[src/rtl/core/assert_macros.svh]
// Assertion macros used by the equalizer sequencer; they use the clk and rst_n of the module.
`ifndef ASSERT_MACROS_SVH
`define ASSERT_MACROS_SVH

// Same-cycle implication, disabled while reset is held.
`define ASSERT_IMPL(label, ante, cons, msg) \
  label: assert property (@(posedge clk) disable iff (!rst_n) (ante) |-> (cons)) \
    else $error(msg);

// Next-cycle implication, disabled while reset is held.
`define ASSERT_NEXT(label, ante, cons, msg) \
  label: assert property (@(posedge clk) disable iff (!rst_n) (ante) |=> (cons)) \
    else $error(msg);

`endif

[src/rtl/core/sspeq_pkg.sv]
// Shared types, register codes and the microcode program of the shelf and peak equalizer.
package sspeq_pkg;

  // Fixed widths of the filter state and of the output level register.
  localparam int STATE_BITS   = 32;
  localparam int LEVEL_BITS   = 12;
  localparam int LEVEL_FRAC   = 9;
  localparam int REG_IDX_BITS = 3;

  // Configuration register indexes.
  typedef logic [REG_IDX_BITS-1:0] reg_idx_t;
  localparam reg_idx_t REG_LOW_SHELF  = 3'd0;
  localparam reg_idx_t REG_HIGH_SHELF = 3'd1;
  localparam reg_idx_t REG_BAND1_LOOP = 3'd2;
  localparam reg_idx_t REG_BAND1_TAPS = 3'd3;
  localparam reg_idx_t REG_BAND2_LOOP = 3'd4;
  localparam reg_idx_t REG_BAND2_TAPS = 3'd5;
  localparam reg_idx_t REG_LEVEL      = 3'd6;

  localparam logic [LEVEL_BITS-1:0] LEVEL_RESET = 12'd512;

  // Multiplier coefficient operand.
  typedef enum logic [3:0] {
    A_SH_B0, A_SH_B1, A_SH_A1, A_F, A_Q, A_F1, A_TD, A_TC, A_LEVEL
  } a_sel_t;

  // Multiplier data operand.
  typedef enum logic [2:0] {
    B_XIN, B_INH, B_OUTH, B_BP, B_HIGH, B_NBP
  } b_sel_t;

  // Accumulator action on the registered product.
  typedef enum logic [1:0] {
    ACC_HOLD, ACC_LOAD, ACC_ADD
  } acc_op_t;

  // Round, add and saturate step and where its result goes.
  typedef enum logic [2:0] {
    FIN_NONE, FIN_SHELF, FIN_LOW, FIN_HIGH, FIN_NBP, FIN_BAND, FIN_LEVEL
  } fin_op_t;

  // Sequencing of the step counter.
  typedef enum logic [1:0] {
    J_NEXT, J_FLAT, J_STAGE, J_CHAN
  } jmp_t;

  typedef logic [4:0] pc_t;

  // Entry points of the program.
  localparam pc_t PC_SHELF     = 5'd0;
  localparam pc_t PC_BAND      = 5'd5;
  localparam pc_t PC_BAND_LOOP = 5'd15;
  localparam pc_t PC_LAST      = 5'd18;

  typedef struct packed {
    a_sel_t  a_sel;
    b_sel_t  b_sel;
    acc_op_t acc_op;
    fin_op_t fin_op;
    jmp_t    jmp;
    pc_t     target;
  } uword_t;

  localparam uword_t UW_NOP = '{A_SH_B0, B_XIN, ACC_HOLD, FIN_NONE, J_NEXT, PC_SHELF};

  // Control from the sequencer to the datapath.
  typedef struct packed {
    uword_t uw;
    logic   stg;
    logic   ch;
    logic   start;
    logic   emit;
  } seq_ctl_t;

  typedef enum logic {
    SQ_IDLE, SQ_RUN
  } sq_state_t;

  // Program for one channel. A selected product goes into the product register, and the
  // accumulator takes it from that register in the step after the selection.
  function automatic uword_t ucode_rom(input pc_t pc);
    uword_t w;
    w = UW_NOP;
    case (pc)
      // Shelf: b0*x + b1*x1 + a1*y1, run for low then high shelf.
      5'd0:  w = '{A_SH_B0, B_XIN,  ACC_HOLD, FIN_NONE,  J_NEXT,  PC_SHELF};
      5'd1:  w = '{A_SH_B1, B_INH,  ACC_LOAD, FIN_NONE,  J_NEXT,  PC_SHELF};
      5'd2:  w = '{A_SH_A1, B_OUTH, ACC_ADD,  FIN_NONE,  J_NEXT,  PC_SHELF};
      5'd3:  w = '{A_SH_B0, B_XIN,  ACC_ADD,  FIN_NONE,  J_NEXT,  PC_SHELF};
      5'd4:  w = '{A_SH_B0, B_XIN,  ACC_HOLD, FIN_SHELF, J_STAGE, PC_SHELF};
      // Peaking band; a band with both taps zero is skipped.
      5'd5:  w = '{A_F1,    B_BP,   ACC_HOLD, FIN_NONE,  J_FLAT,  PC_BAND_LOOP};
      5'd6:  w = '{A_Q,     B_BP,   ACC_LOAD, FIN_NONE,  J_NEXT,  PC_SHELF};
      5'd7:  w = '{A_Q,     B_BP,   ACC_LOAD, FIN_LOW,   J_NEXT,  PC_SHELF};
      5'd8:  w = '{A_F,     B_HIGH, ACC_HOLD, FIN_HIGH,  J_NEXT,  PC_SHELF};
      5'd9:  w = '{A_F,     B_HIGH, ACC_HOLD, FIN_NONE,  J_NEXT,  PC_SHELF};
      5'd10: w = '{A_TD,    B_BP,   ACC_LOAD, FIN_NONE,  J_NEXT,  PC_SHELF};
      5'd11: w = '{A_TD,    B_BP,   ACC_LOAD, FIN_NBP,   J_NEXT,  PC_SHELF};
      5'd12: w = '{A_TC,    B_NBP,  ACC_HOLD, FIN_NONE,  J_NEXT,  PC_SHELF};
      5'd13: w = '{A_TC,    B_NBP,  ACC_ADD,  FIN_NONE,  J_NEXT,  PC_SHELF};
      5'd14: w = '{A_TC,    B_NBP,  ACC_HOLD, FIN_BAND,  J_NEXT,  PC_SHELF};
      5'd15: w = '{A_F1,    B_BP,   ACC_HOLD, FIN_NONE,  J_STAGE, PC_BAND};
      // Output level, then the second channel or the end of the frame.
      5'd16: w = '{A_LEVEL, B_XIN,  ACC_HOLD, FIN_NONE,  J_NEXT,  PC_SHELF};
      5'd17: w = '{A_LEVEL, B_XIN,  ACC_LOAD, FIN_NONE,  J_NEXT,  PC_SHELF};
      5'd18: w = '{A_LEVEL, B_XIN,  ACC_HOLD, FIN_LEVEL, J_CHAN,  PC_SHELF};
      default: w = UW_NOP;
    endcase
    return w;
  endfunction

endpackage

[src/rtl/core/sspeq_cfg.sv]
// Configuration register file of the equalizer with band state clear requests.
module sspeq_cfg #(
  parameter int COEF_BITS = 18
) (
  input  logic                                 clk,
  input  logic                                 rst_n,
  input  logic                                 cfg_valid,
  output logic                                 cfg_ready,
  input  logic [sspeq_pkg::REG_IDX_BITS-1:0]   cfg_index,
  input  logic [3*COEF_BITS-1:0]               cfg_wdata,
  output logic [3*COEF_BITS-1:0]               shelf_coefs [2],
  output logic [3*COEF_BITS-1:0]               band_loop [2],
  output logic [2*COEF_BITS-1:0]               band_taps [2],
  output logic [sspeq_pkg::LEVEL_BITS-1:0]     level,
  output logic [1:0]                           band_clr,
  output logic [1:0]                           flat
);
  import sspeq_pkg::*;

  localparam int CW = COEF_BITS;
  // Shelf reset: b0 = 1.0, b1 = a1 = 0.
  localparam logic [3*CW-1:0] SHELF_RESET = {{(2*CW+3){1'b0}}, 1'b1, {(CW-4){1'b0}}};

  logic [3*CW-1:0]       shelf_r [2];
  logic [3*CW-1:0]       loop_r [2];
  logic [2*CW-1:0]       taps_r [2];
  logic [LEVEL_BITS-1:0] level_r;
  logic                  wr;

  assign cfg_ready = 1'b1;
  assign wr        = cfg_valid && cfg_ready;

  // Register writes; bits above a register's width are dropped.
  always_ff @(posedge clk) begin
    if (!rst_n) begin
      shelf_r <= '{SHELF_RESET, SHELF_RESET};
      loop_r  <= '{default: '0};
      taps_r  <= '{default: '0};
      level_r <= LEVEL_RESET;
    end else if (wr) begin
      case (cfg_index)
        REG_LOW_SHELF:  shelf_r[0] <= cfg_wdata;
        REG_HIGH_SHELF: shelf_r[1] <= cfg_wdata;
        REG_BAND1_LOOP: loop_r[0]  <= cfg_wdata;
        REG_BAND1_TAPS: taps_r[0]  <= cfg_wdata[2*CW-1:0];
        REG_BAND2_LOOP: loop_r[1]  <= cfg_wdata;
        REG_BAND2_TAPS: taps_r[1]  <= cfg_wdata[2*CW-1:0];
        REG_LEVEL:      level_r    <= cfg_wdata[LEVEL_BITS-1:0];
        default: ;
      endcase
    end
  end

  // A write to either register of a band clears that band's state.
  always_comb begin
    band_clr = 2'b00;
    if (wr) begin
      case (cfg_index)
        REG_BAND1_LOOP, REG_BAND1_TAPS: band_clr = 2'b01;
        REG_BAND2_LOOP, REG_BAND2_TAPS: band_clr = 2'b10;
        default:                        band_clr = 2'b00;
      endcase
    end
  end

  assign shelf_coefs = shelf_r;
  assign band_loop   = loop_r;
  assign band_taps   = taps_r;
  assign level       = level_r;
  assign flat        = {taps_r[1] == '0, taps_r[0] == '0};

endmodule

[src/rtl/core/sspeq_seq.sv]
// Microcode sequencer: step counter, stage and channel bits, and the frame handshake.
`include "assert_macros.svh"

module sspeq_seq (
  input  logic                clk,
  input  logic                rst_n,
  input  logic                in_valid,
  output logic                in_ready,
  output logic                out_valid,
  input  logic                out_ready,
  input  logic [1:0]          flat,
  output sspeq_pkg::seq_ctl_t ctl
);
  import sspeq_pkg::*;

  sq_state_t state_r, state_nxt;
  pc_t       pc_r, pc_nxt;
  logic      stg_r, stg_nxt;
  logic      ch_r, ch_nxt;
  logic      out_valid_r, out_valid_nxt;
  uword_t    uw;
  logic      start;
  logic      emit;
  logic      out_free;

  assign uw       = ucode_rom(pc_r);
  assign out_free = !out_valid_r || out_ready;

  // Outputs of the sequencer.
  always_comb begin
    in_ready  = (state_r == SQ_IDLE);
    start     = in_valid && in_ready;
    emit      = (state_r == SQ_RUN) && (uw.jmp == J_CHAN) && ch_r && out_free;
    out_valid = out_valid_r;
    ctl.uw    = (state_r == SQ_RUN) ? uw : UW_NOP;
    ctl.stg   = stg_r;
    ctl.ch    = ch_r;
    ctl.start = start;
    ctl.emit  = emit;
  end

  // Next step, stage, channel and state.
  always_comb begin
    state_nxt     = state_r;
    pc_nxt        = pc_r;
    stg_nxt       = stg_r;
    ch_nxt        = ch_r;
    out_valid_nxt = out_valid_r && !out_ready;
    case (state_r)
      SQ_IDLE: begin
        if (start) begin
          state_nxt = SQ_RUN;
          pc_nxt    = PC_SHELF;
          stg_nxt   = 1'b0;
          ch_nxt    = 1'b0;
        end
      end
      SQ_RUN: begin
        case (uw.jmp)
          J_NEXT: pc_nxt = pc_r + 1'b1;
          J_FLAT: pc_nxt = flat[stg_r] ? uw.target : pc_r + 1'b1;
          J_STAGE: begin
            if (!stg_r) begin
              stg_nxt = 1'b1;
              pc_nxt  = uw.target;
            end else begin
              stg_nxt = 1'b0;
              pc_nxt  = pc_r + 1'b1;
            end
          end
          J_CHAN: begin
            if (!ch_r) begin
              ch_nxt = 1'b1;
              pc_nxt = uw.target;
            end else if (out_free) begin
              state_nxt     = SQ_IDLE;
              out_valid_nxt = 1'b1;
              ch_nxt        = 1'b0;
            end
          end
          default: pc_nxt = pc_r + 1'b1;
        endcase
      end
      default: state_nxt = SQ_IDLE;
    endcase
  end

  // Control registers.
  always_ff @(posedge clk) begin
    if (!rst_n) begin
      state_r     <= SQ_IDLE;
      pc_r        <= PC_SHELF;
      stg_r       <= 1'b0;
      ch_r        <= 1'b0;
      out_valid_r <= 1'b0;
    end else begin
      state_r     <= state_nxt;
      pc_r        <= pc_nxt;
      stg_r       <= stg_nxt;
      ch_r        <= ch_nxt;
      out_valid_r <= out_valid_nxt;
    end
  end

  `ASSERT_IMPL(a_pc_in_program, state_r == SQ_RUN, pc_r <= PC_LAST, "step counter left the program")
  `ASSERT_NEXT(a_start_at_top, start, state_r == SQ_RUN && pc_r == PC_SHELF && !ch_r && !stg_r, "frame did not start at the first step")
  `ASSERT_IMPL(a_no_overwrite, out_valid_r && !out_ready, !emit, "result written over a waiting result")
  `ASSERT_NEXT(a_emit_shows, emit, out_valid_r, "finished frame not presented")

endmodule

[src/rtl/core/sspeq_dpath.sv]
// Datapath: shared multiplier, accumulator, round and saturate unit, filter state.
module sspeq_dpath #(
  parameter int SAMPLE_BITS = 24,
  parameter int COEF_BITS   = 18
) (
  input  logic                             clk,
  input  logic                             rst_n,
  input  sspeq_pkg::seq_ctl_t              ctl,
  input  logic                             in_restart,
  input  logic signed [SAMPLE_BITS-1:0]    in_left,
  input  logic signed [SAMPLE_BITS-1:0]    in_right,
  input  logic [3*COEF_BITS-1:0]           shelf_coefs [2],
  input  logic [3*COEF_BITS-1:0]           band_loop [2],
  input  logic [2*COEF_BITS-1:0]           band_taps [2],
  input  logic [sspeq_pkg::LEVEL_BITS-1:0] level,
  input  logic [1:0]                       band_clr,
  output logic signed [SAMPLE_BITS-1:0]    out_left,
  output logic signed [SAMPLE_BITS-1:0]    out_right
);
  import sspeq_pkg::*;

  localparam int CW   = COEF_BITS;
  localparam int AW   = CW + 1;
  localparam int PW   = AW + STATE_BITS;
  localparam int ACW  = PW + 2;
  localparam int SW   = ACW + 2;
  localparam int FRAC = CW - 4;

  localparam logic signed [ACW-1:0] HALF_C =
    {{(ACW-FRAC){1'b0}}, 1'b1, {(FRAC-1){1'b0}}};
  localparam logic signed [ACW-1:0] HALF_L =
    {{(ACW-LEVEL_FRAC){1'b0}}, 1'b1, {(LEVEL_FRAC-1){1'b0}}};
  localparam logic signed [SW-1:0] S32_MAX = {{(SW-STATE_BITS+1){1'b0}}, {(STATE_BITS-1){1'b1}}};
  localparam logic signed [SW-1:0] S32_MIN = {{(SW-STATE_BITS+1){1'b1}}, {(STATE_BITS-1){1'b0}}};
  localparam logic signed [SW-1:0] SMP_MAX = {{(SW-SAMPLE_BITS+1){1'b0}}, {(SAMPLE_BITS-1){1'b1}}};
  localparam logic signed [SW-1:0] SMP_MIN = {{(SW-SAMPLE_BITS+1){1'b1}}, {(SAMPLE_BITS-1){1'b0}}};

  // Filter state, entry index {stage, channel}.
  logic signed [STATE_BITS-1:0] in_hist_r [4];
  logic signed [STATE_BITS-1:0] out_hist_r [4];
  logic signed [STATE_BITS-1:0] lp_r [4];
  logic signed [STATE_BITS-1:0] bp_r [4];

  // Working registers.
  logic signed [STATE_BITS-1:0]  xin_r, low_r, high_r, nbp_r;
  logic signed [SAMPLE_BITS-1:0] right_smp_r, left_hold_r, out_left_r, out_right_r;
  logic signed [PW-1:0]          prod_r;
  logic signed [ACW-1:0]         acc_r, acc_nxt;

  logic [1:0]                   idx;
  logic [3*CW-1:0]              shelf_sel, loop_sel;
  logic [2*CW-1:0]              taps_sel;
  logic signed [AW-1:0]         mul_a;
  logic signed [STATE_BITS-1:0] mul_b;
  logic signed [ACW-1:0]        rnd_c, rnd_l, rnd;
  logic signed [STATE_BITS-1:0] base, sub;
  logic                         neg;
  logic signed [SW-1:0]         sum;
  logic signed [STATE_BITS-1:0] res32;
  logic signed [SAMPLE_BITS-1:0] res_smp;

  assign idx = {ctl.stg, ctl.ch};

  // Operand selection for the shared multiplier.
  always_comb begin
    shelf_sel = shelf_coefs[ctl.stg];
    loop_sel  = band_loop[ctl.stg];
    taps_sel  = band_taps[ctl.stg];
    case (ctl.uw.a_sel)
      A_SH_B0: mul_a = AW'(signed'(shelf_sel[0 +: CW]));
      A_SH_B1: mul_a = AW'(signed'(shelf_sel[CW +: CW]));
      A_SH_A1: mul_a = AW'(signed'(shelf_sel[2*CW +: CW]));
      A_F:     mul_a = AW'(signed'(loop_sel[0 +: CW]));
      A_Q:     mul_a = AW'(signed'(loop_sel[CW +: CW]));
      A_F1:    mul_a = AW'(signed'(loop_sel[2*CW +: CW]));
      A_TD:    mul_a = AW'(signed'(taps_sel[0 +: CW]));
      A_TC:    mul_a = AW'(signed'(taps_sel[CW +: CW]));
      A_LEVEL: mul_a = AW'(level);
      default: mul_a = '0;
    endcase
    case (ctl.uw.b_sel)
      B_XIN:   mul_b = xin_r;
      B_INH:   mul_b = in_hist_r[idx];
      B_OUTH:  mul_b = out_hist_r[idx];
      B_BP:    mul_b = bp_r[idx];
      B_HIGH:  mul_b = high_r;
      B_NBP:   mul_b = nbp_r;
      default: mul_b = '0;
    endcase
  end

  // Accumulator update from the registered product.
  always_comb begin
    case (ctl.uw.acc_op)
      ACC_LOAD: acc_nxt = ACW'(prod_r);
      ACC_ADD:  acc_nxt = acc_r + ACW'(prod_r);
      default:  acc_nxt = acc_r;
    endcase
  end

  // Round the accumulator, add the step's base terms and saturate.
  always_comb begin
    rnd_c = (acc_r + HALF_C) >>> FRAC;
    rnd_l = (acc_r + HALF_L) >>> LEVEL_FRAC;
    base  = '0;
    sub   = '0;
    neg   = 1'b0;
    case (ctl.uw.fin_op)
      FIN_LOW:  base = lp_r[idx];
      FIN_HIGH: begin
        base = xin_r;
        sub  = low_r;
        neg  = 1'b1;
      end
      FIN_NBP:  base = bp_r[idx];
      FIN_BAND: base = xin_r;
      default:  base = '0;
    endcase
    rnd = (ctl.uw.fin_op == FIN_LEVEL) ? rnd_l : rnd_c;
    sum = SW'(base) - SW'(sub) + (neg ? -SW'(rnd) : SW'(rnd));
    if (sum > S32_MAX) begin
      res32 = {1'b0, {(STATE_BITS-1){1'b1}}};
    end else if (sum < S32_MIN) begin
      res32 = {1'b1, {(STATE_BITS-1){1'b0}}};
    end else begin
      res32 = sum[STATE_BITS-1:0];
    end
    if (sum > SMP_MAX) begin
      res_smp = {1'b0, {(SAMPLE_BITS-1){1'b1}}};
    end else if (sum < SMP_MIN) begin
      res_smp = {1'b1, {(SAMPLE_BITS-1){1'b0}}};
    end else begin
      res_smp = sum[SAMPLE_BITS-1:0];
    end
  end

  // Filter state: cleared by reset and by restart; a band register write clears that band's state.
  always_ff @(posedge clk) begin
    if (!rst_n) begin
      in_hist_r  <= '{default: '0};
      out_hist_r <= '{default: '0};
      lp_r       <= '{default: '0};
      bp_r       <= '{default: '0};
    end else if (ctl.start && in_restart) begin
      in_hist_r  <= '{default: '0};
      out_hist_r <= '{default: '0};
      lp_r       <= '{default: '0};
      bp_r       <= '{default: '0};
    end else begin
      if (band_clr[0]) begin
        lp_r[0] <= '0;
        lp_r[1] <= '0;
        bp_r[0] <= '0;
        bp_r[1] <= '0;
      end
      if (band_clr[1]) begin
        lp_r[2] <= '0;
        lp_r[3] <= '0;
        bp_r[2] <= '0;
        bp_r[3] <= '0;
      end
      case (ctl.uw.fin_op)
        FIN_SHELF: begin
          in_hist_r[idx]  <= xin_r;
          out_hist_r[idx] <= res32;
        end
        FIN_LOW:  lp_r[idx] <= res32;
        FIN_BAND: bp_r[idx] <= nbp_r;
        default: ;
      endcase
    end
  end

  // Multiplier, accumulator and working registers.
  always_ff @(posedge clk) begin
    prod_r <= mul_a * mul_b;
    acc_r  <= acc_nxt;
    if (ctl.start) begin
      xin_r       <= STATE_BITS'(in_left);
      right_smp_r <= in_right;
    end
    case (ctl.uw.fin_op)
      FIN_SHELF: xin_r  <= res32;
      FIN_LOW:   low_r  <= res32;
      FIN_HIGH:  high_r <= res32;
      FIN_NBP:   nbp_r  <= res32;
      FIN_BAND:  xin_r  <= res32;
      FIN_LEVEL: begin
        if (!ctl.ch) begin
          left_hold_r <= res_smp;
          xin_r       <= STATE_BITS'(right_smp_r);
        end
      end
      default: ;
    endcase
    if (ctl.emit) begin
      out_left_r  <= left_hold_r;
      out_right_r <= res_smp;
    end
  end

  assign out_left  = out_left_r;
  assign out_right = out_right_r;

endmodule

[src/rtl/core/stereo_shelf_peak_equalizer_core.sv]
// Top level of the stereo shelving and peaking equalizer.
// One transaction on the input channel carries a stereo frame; each channel goes
// through a low shelf, a high shelf, two state-variable peaking bands and the
// output level, and one result transaction carries the saturated pair. A single
// shared multiplier runs a 19-step microcode program per channel, and a band
// that is flat (both taps zero) is skipped. The block is ready for the next frame
// in the same cycle that the registered result is presented; a result that is
// not taken only stalls the block once the following frame is finished. The
// finished result sits in an output register while the next frame runs.
// Configuration writes are accepted every cycle and are meant for an idle block;
// a band register write clears that band's state, and the restart bit clears
// all state before its frame.
module stereo_shelf_peak_equalizer_core #(
  parameter int SAMPLE_BITS = 24,
  parameter int COEF_BITS   = 18
) (
  input  logic                                 clk,
  input  logic                                 rst_n,
  input  logic                                 in_valid,
  output logic                                 in_ready,
  input  logic signed [SAMPLE_BITS-1:0]        in_left_in,
  input  logic signed [SAMPLE_BITS-1:0]        in_right_in,
  input  logic                                 in_restart,
  output logic                                 out_valid,
  input  logic                                 out_ready,
  output logic signed [SAMPLE_BITS-1:0]        out_left_out,
  output logic signed [SAMPLE_BITS-1:0]        out_right_out,
  input  logic                                 cfg_valid,
  output logic                                 cfg_ready,
  input  logic [sspeq_pkg::REG_IDX_BITS-1:0]   cfg_index,
  input  logic [3*COEF_BITS-1:0]               cfg_wdata
);
  import sspeq_pkg::*;

  logic [3*COEF_BITS-1:0] shelf_coefs [2];
  logic [3*COEF_BITS-1:0] band_loop [2];
  logic [2*COEF_BITS-1:0] band_taps [2];
  logic [LEVEL_BITS-1:0]  level;
  logic [1:0]             band_clr;
  logic [1:0]             flat;
  seq_ctl_t               ctl;

  // Configuration registers.
  sspeq_cfg #(
    .COEF_BITS (COEF_BITS)
  ) u_cfg (
    .clk         (clk),
    .rst_n       (rst_n),
    .cfg_valid   (cfg_valid),
    .cfg_ready   (cfg_ready),
    .cfg_index   (cfg_index),
    .cfg_wdata   (cfg_wdata),
    .shelf_coefs (shelf_coefs),
    .band_loop   (band_loop),
    .band_taps   (band_taps),
    .level       (level),
    .band_clr    (band_clr),
    .flat        (flat)
  );

  // Microcode sequencer and handshake.
  sspeq_seq u_seq (
    .clk       (clk),
    .rst_n     (rst_n),
    .in_valid  (in_valid),
    .in_ready  (in_ready),
    .out_valid (out_valid),
    .out_ready (out_ready),
    .flat      (flat),
    .ctl       (ctl)
  );

  // Arithmetic and filter state.
  sspeq_dpath #(
    .SAMPLE_BITS (SAMPLE_BITS),
    .COEF_BITS   (COEF_BITS)
  ) u_dpath (
    .clk         (clk),
    .rst_n       (rst_n),
    .ctl         (ctl),
    .in_restart  (in_restart),
    .in_left     (in_left_in),
    .in_right    (in_right_in),
    .shelf_coefs (shelf_coefs),
    .band_loop   (band_loop),
    .band_taps   (band_taps),
    .level       (level),
    .band_clr    (band_clr),
    .out_left    (out_left_out),
    .out_right   (out_right_out)
  );

endmodule

[config.mk]
export PLATFORM = sky130hd
export DESIGN_NAME = stereo_shelf_peak_equalizer_core
export DESIGN_NICKNAME = d
export VERILOG_FILES = /design/src/rtl/core/sspeq_pkg.sv /design/src/rtl/core/sspeq_cfg.sv /design/src/rtl/core/sspeq_seq.sv /design/src/rtl/core/sspeq_dpath.sv /design/src/rtl/core/stereo_shelf_peak_equalizer_core.sv
export VERILOG_INCLUDE_DIRS = /design/src /design/src/rtl/core
export SDC_FILE = /design/constraint.sdc
export NUM_CORES = 2
export LEC_CHECK = 0
export BUFFER_PORTS_ARGS = -buffer_cell sky130_fd_sc_hd__buf_4
export CAP_MARGIN = 40
export CORE_ASPECT_RATIO = 0.75
export CORE_MARGIN = 2
export CORE_UTILIZATION = 35
export CTS_CLUSTER_SIZE = 28
export DETAILED_ROUTE_END_ITERATION = 10
export GPL_TIMING_DRIVEN = 1
export PLACE_DENSITY = 0.6
export SYNTH_ARGS = -nofsm -noshare
export SYNTH_HDL_FRONTEND = slang
export SYNTH_SLANG_ARGS = --single-unit
[constraint.sdc]
create_clock -name clk -period 9.8 [get_ports clk]
set_clock_uncertainty 0.15 [all_clocks]
set_input_delay 2.45 -clock clk [delete_from_list [all_inputs] [get_ports clk]]
set_output_delay 2.45 -clock clk [all_outputs]
set_load 0.01 [all_outputs]
==> impl_metrics.json <==
{
  "firstDrtPassIters": 7,
  "combPwrFrac_pct": 26.2,
  "yosysSeqAreaShare_pct": 32.9,
  "fin_nets": 10059,
  "yosys.area_share.simple_pct": 17.6,
  "synth.area.top_cells": "dfxtp_1 24%, fa_1 15%, edfxtp_1 9.4%",
  "holdCritPathClass": "register to register",
  "status": "finished, final reports clean",
  "drc": 0,
  "yosys_most_used_dff": "dfxtp_1",
  "design_area_um2": 91100,
  "portBuffers": 160,
  "clk_pin_slew_ns": 0.06,
  "htreeDepth": 4,
  "drt_iter0_drc": 9599,
  "dr_total_vias": 68676,
  "yosysTopAreaCell": "dfxtp_1",
  "worst-path-max-fanout": 22,
  "gp_congestion": 0.956,
  "dpl.cell_count": 11888,
  "arrival_ns": 9.91,
  "async_flop_share_pct": 0,
  "core_area_um2": 223000,
  "antenna_found_initial": 9,
  "slew_viol_final": 0,
  "instances_no_fill": 12162,
  "synth_area_per_cell_um2": 8.92,
  "max_freq_mhz": 105,
  "slowest_delay_ns": 0.59,
  "die_h_um": 414,
  "worst_pin_slew_ns": 0.937,
  "synthToLayoutAreaGrowth_pct": 16.5,
  "synth_top_family_by_area": "adder cells",
  "p_int_mw": 9.66,
  "yosysTopAreaCellShare_pct": 23.5,
  "fin_crit_sh_pct": 97.2,
  "crit_slowest_cell": "mux4_2",
  "cts_sinks": 1165,
  "multi_input_area_um2": 48500,
  "synth_seq_cells": 1165,
  "p_per_area_nw_per_um2": 157,
  "cts_buffer_depth": 3,
  "grt_max_degree": 100,
  "nFillCells": 21813,
  "grt_pass1_vias": 64656,
  "synthMuxAreaShare_pct": 6.54,
  "die_area_um2": 227000,
  "crit_top_cell": "buf_4",
  "worstSetupPathType": "register to register",
  "critical_path.top_delay_family": "compound AO/OA/AOI/OAI gates",
  "synth_compound_area_share_pct": 14.5,
  "power_switching_share_pct": 32.5,
  "setup_viol": 0,
  "wl_per_cell_um": 24.1,
  "grtUsageTotal_pct": 24.9,
  "overflow": 0,
  "syn_nets": 9753,
  "die_w_um": 550,
  "synth_edf_count": 245,
  "synth_area_um2": 78300,
  "hpwlAfterDp_mm": 218,
  "ios": 162,
  "p_switching_mw": 4.66,
  "slew_headroom_pct": 37.6,
  "p_seq_share_pct": 36.8,
  "synth_adder_area_share_pct": 19.5,
  "clock_tree.root_cell": "clkbuf_16",
  "layout-drive-gt1-share_pct": 13.5,
  "ir_worst_vdd_v": 0.000187,
  "wl_mm": 293,
  "min_period_ns": 9.52,
  "final_cell_mix": "1927 x nand2_1, 917 x dfxtp_1, 633 x inv_1",
  "regArea_um2": 25800,
  "cts_made_buffers": 134,
  "clkPwrFrac_pct": 36.9,
  "rows": 150,
  "placed_area_um2": 85800,
  "cts_tree": "built",
  "clkLatencyLatePin_ns": 0.80,
  "cts_hold_buffers": 0,
  "synth_xor_area_share_pct": 3.14,
  "grt_pass1_wl_mm": 427,
  "viasPerCell": 5.65,
  "synth_cell_type_count": 97,
  "ant_nets": 0,
  "ys_warn_count": 0,
  "cellLeakagePower_nw": 35.9,
  "path_buf_inv": 9,
  "finalHoldViolCount": 0,
  "cp-end-kind": "register",
  "crit_required_ns": 10.19,
  "initial_core_util_pct": 35.2,
  "final_common_cell": "nand2_1",
  "max_cap_viol_count": 0,
  "syn_inst": 8778,
  "start_kind": "register"
}
-- metal layers --
layer / vias to the layer above / wire, um / global-route usage [%]
li1: 30353 / - / -
met1: 33953 / 129000 / 37.0
met2: 3989 / 115000 / 33.7
met3: 377 / 41700 / 8.78
met4: 4 / 7390 / 6.16
met5: - / 27 / 0
-- kinds of logic after synthesis --
kind of cell / after synthesis
XOR/XNOR: 280
flip-flops: 1165
multiplexers: 343
other: 1
AND/OR/NAND/NOR: 3164
AO/OA/AOI/OAI: 1787
adder cells (fa/ha/maj): 864
buffers and inverters: 1174
-- worst register-to-register path, delay by kind of cell, from the launching register on --
kind	cells	cell delay (ns)
buf+inv	9	1.54
fa+ha+maj	2	0.52
flops	1	0.48
compound gates	24	3.94
mux	1	0.59
xor+xnor	1	0.16
simple gates	10	1.93
-- cell usage after synthesis (18+ instances only) --
cell,count
and2_1,61
fa_1,594
mux2i_1,152
buf_2,38
nor4_1,40
a21o_1,72
buf_1,36
a21boi_0,305
nand4_1,56
dfxtp_1,920
and3_1,34
inv_1,635
clkbuf_1,444
nand3_1,254
buf_4,18
a222oi_1,44
o21bai_1,38
mux2_2,62
a211oi_1,26
nor2b_1,103
nand2b_1,63
nand2_1,1935
a22oi_1,64
o211ai_1,40
nor2_1,377
or3_1,26
o21ai_1,46
nor3_1,118
o21ai_0,344
xor2_1,97
ha_1,270
and4_1,23
xnor2_1,182
a31oi_1,42
o21a_1,35
edfxtp_1,245
o22ai_1,47
mux4_2,128
a21oi_1,530
a22o_1,25
-- flip-flops by register name (all words and copies together), names as in the netlist, 51 cells and up --
signal	cells
u_dpath.bp_r	128
u_dpath.in_hist_r	128
u_dpath.lp_r	128
u_dpath.out_hist_r	128
u_cfg.band_loop	108
u_cfg.shelf_coefs	108
u_cfg.band_taps	72
u_dpath.acc_r	53
u_dpath.prod_r	51
-- metrics by stage --
step	setup TNS (ns)	util (%)	setup slack [ns]	power, mW	hold slack [ns]
2_1_floorplan	0	-	0.0138	7.65	0.250
3_3_place_gp	-0.911	38.4	-0.356	8.94	0.251
3_5_place_dp	-2.43	38.5	-0.222	9.01	0.255
4_1_cts	-0.00523	40.6	-0.00523	14.3	0.270
5_1_grt	-0.217	40.9	-0.0405	14.9	0.277
6_report	0	40.9	0.278	14.3	0.269
-- power by group through the flow --
stage | Clock, mW | Sequential [mW] | Combinational, mW
floorplan | 0 | 5.28 | 2.37
global placement | 0 | 5.36 | 3.58
detailed placement | 0 | 5.37 | 3.64
CTS | 5.35 | 5.26 | 3.67
global route | 5.54 | 5.28 | 4.10
finish | 5.29 | 5.27 | 3.76
-- layout make-up --
class | instances | area share (%)
Antenna cell | 3 | 0.00824
Clock buffer | 184 | 4.20
Clock inverter | 63 | 0.842
Inverter | 638 | 2.63
Multi-Input combinational cell | 6440 | 53.2
Sequential cell | 1165 | 28.3
Tap cell | 2964 | 4.07
Timing Repair Buffer | 705 | 6.73
-- what timing repair did --
action                                  in CTS  in global routing
buffers inserted                             1                 16
gates cloned                                 0                  7
pin swaps                                    1                 10
endpoints found under the setup margin     239                438
resized for setup                           17                 96
-- final timing paths --
kind                                     from                            end  slack (ns)  depth (start not counted)
max reg2reg           u_seq.ch_r$_SDFFE_PN0P_    u_dpath.nbp_r[12]$_DFFE_PP_        0.28                         47
min          u_dpath.left_hold_r[4]$_DFFE_PP_  u_dpath.out_left[4]$_DFFE_PP_        0.27                          0
min reg2reg  u_dpath.left_hold_r[4]$_DFFE_PP_  u_dpath.out_left[4]$_DFFE_PP_        0.27                          0
max                   u_seq.ch_r$_SDFFE_PN0P_    u_dpath.nbp_r[12]$_DFFE_PP_        0.28                         47
Power figures use the tool's default switching activity.
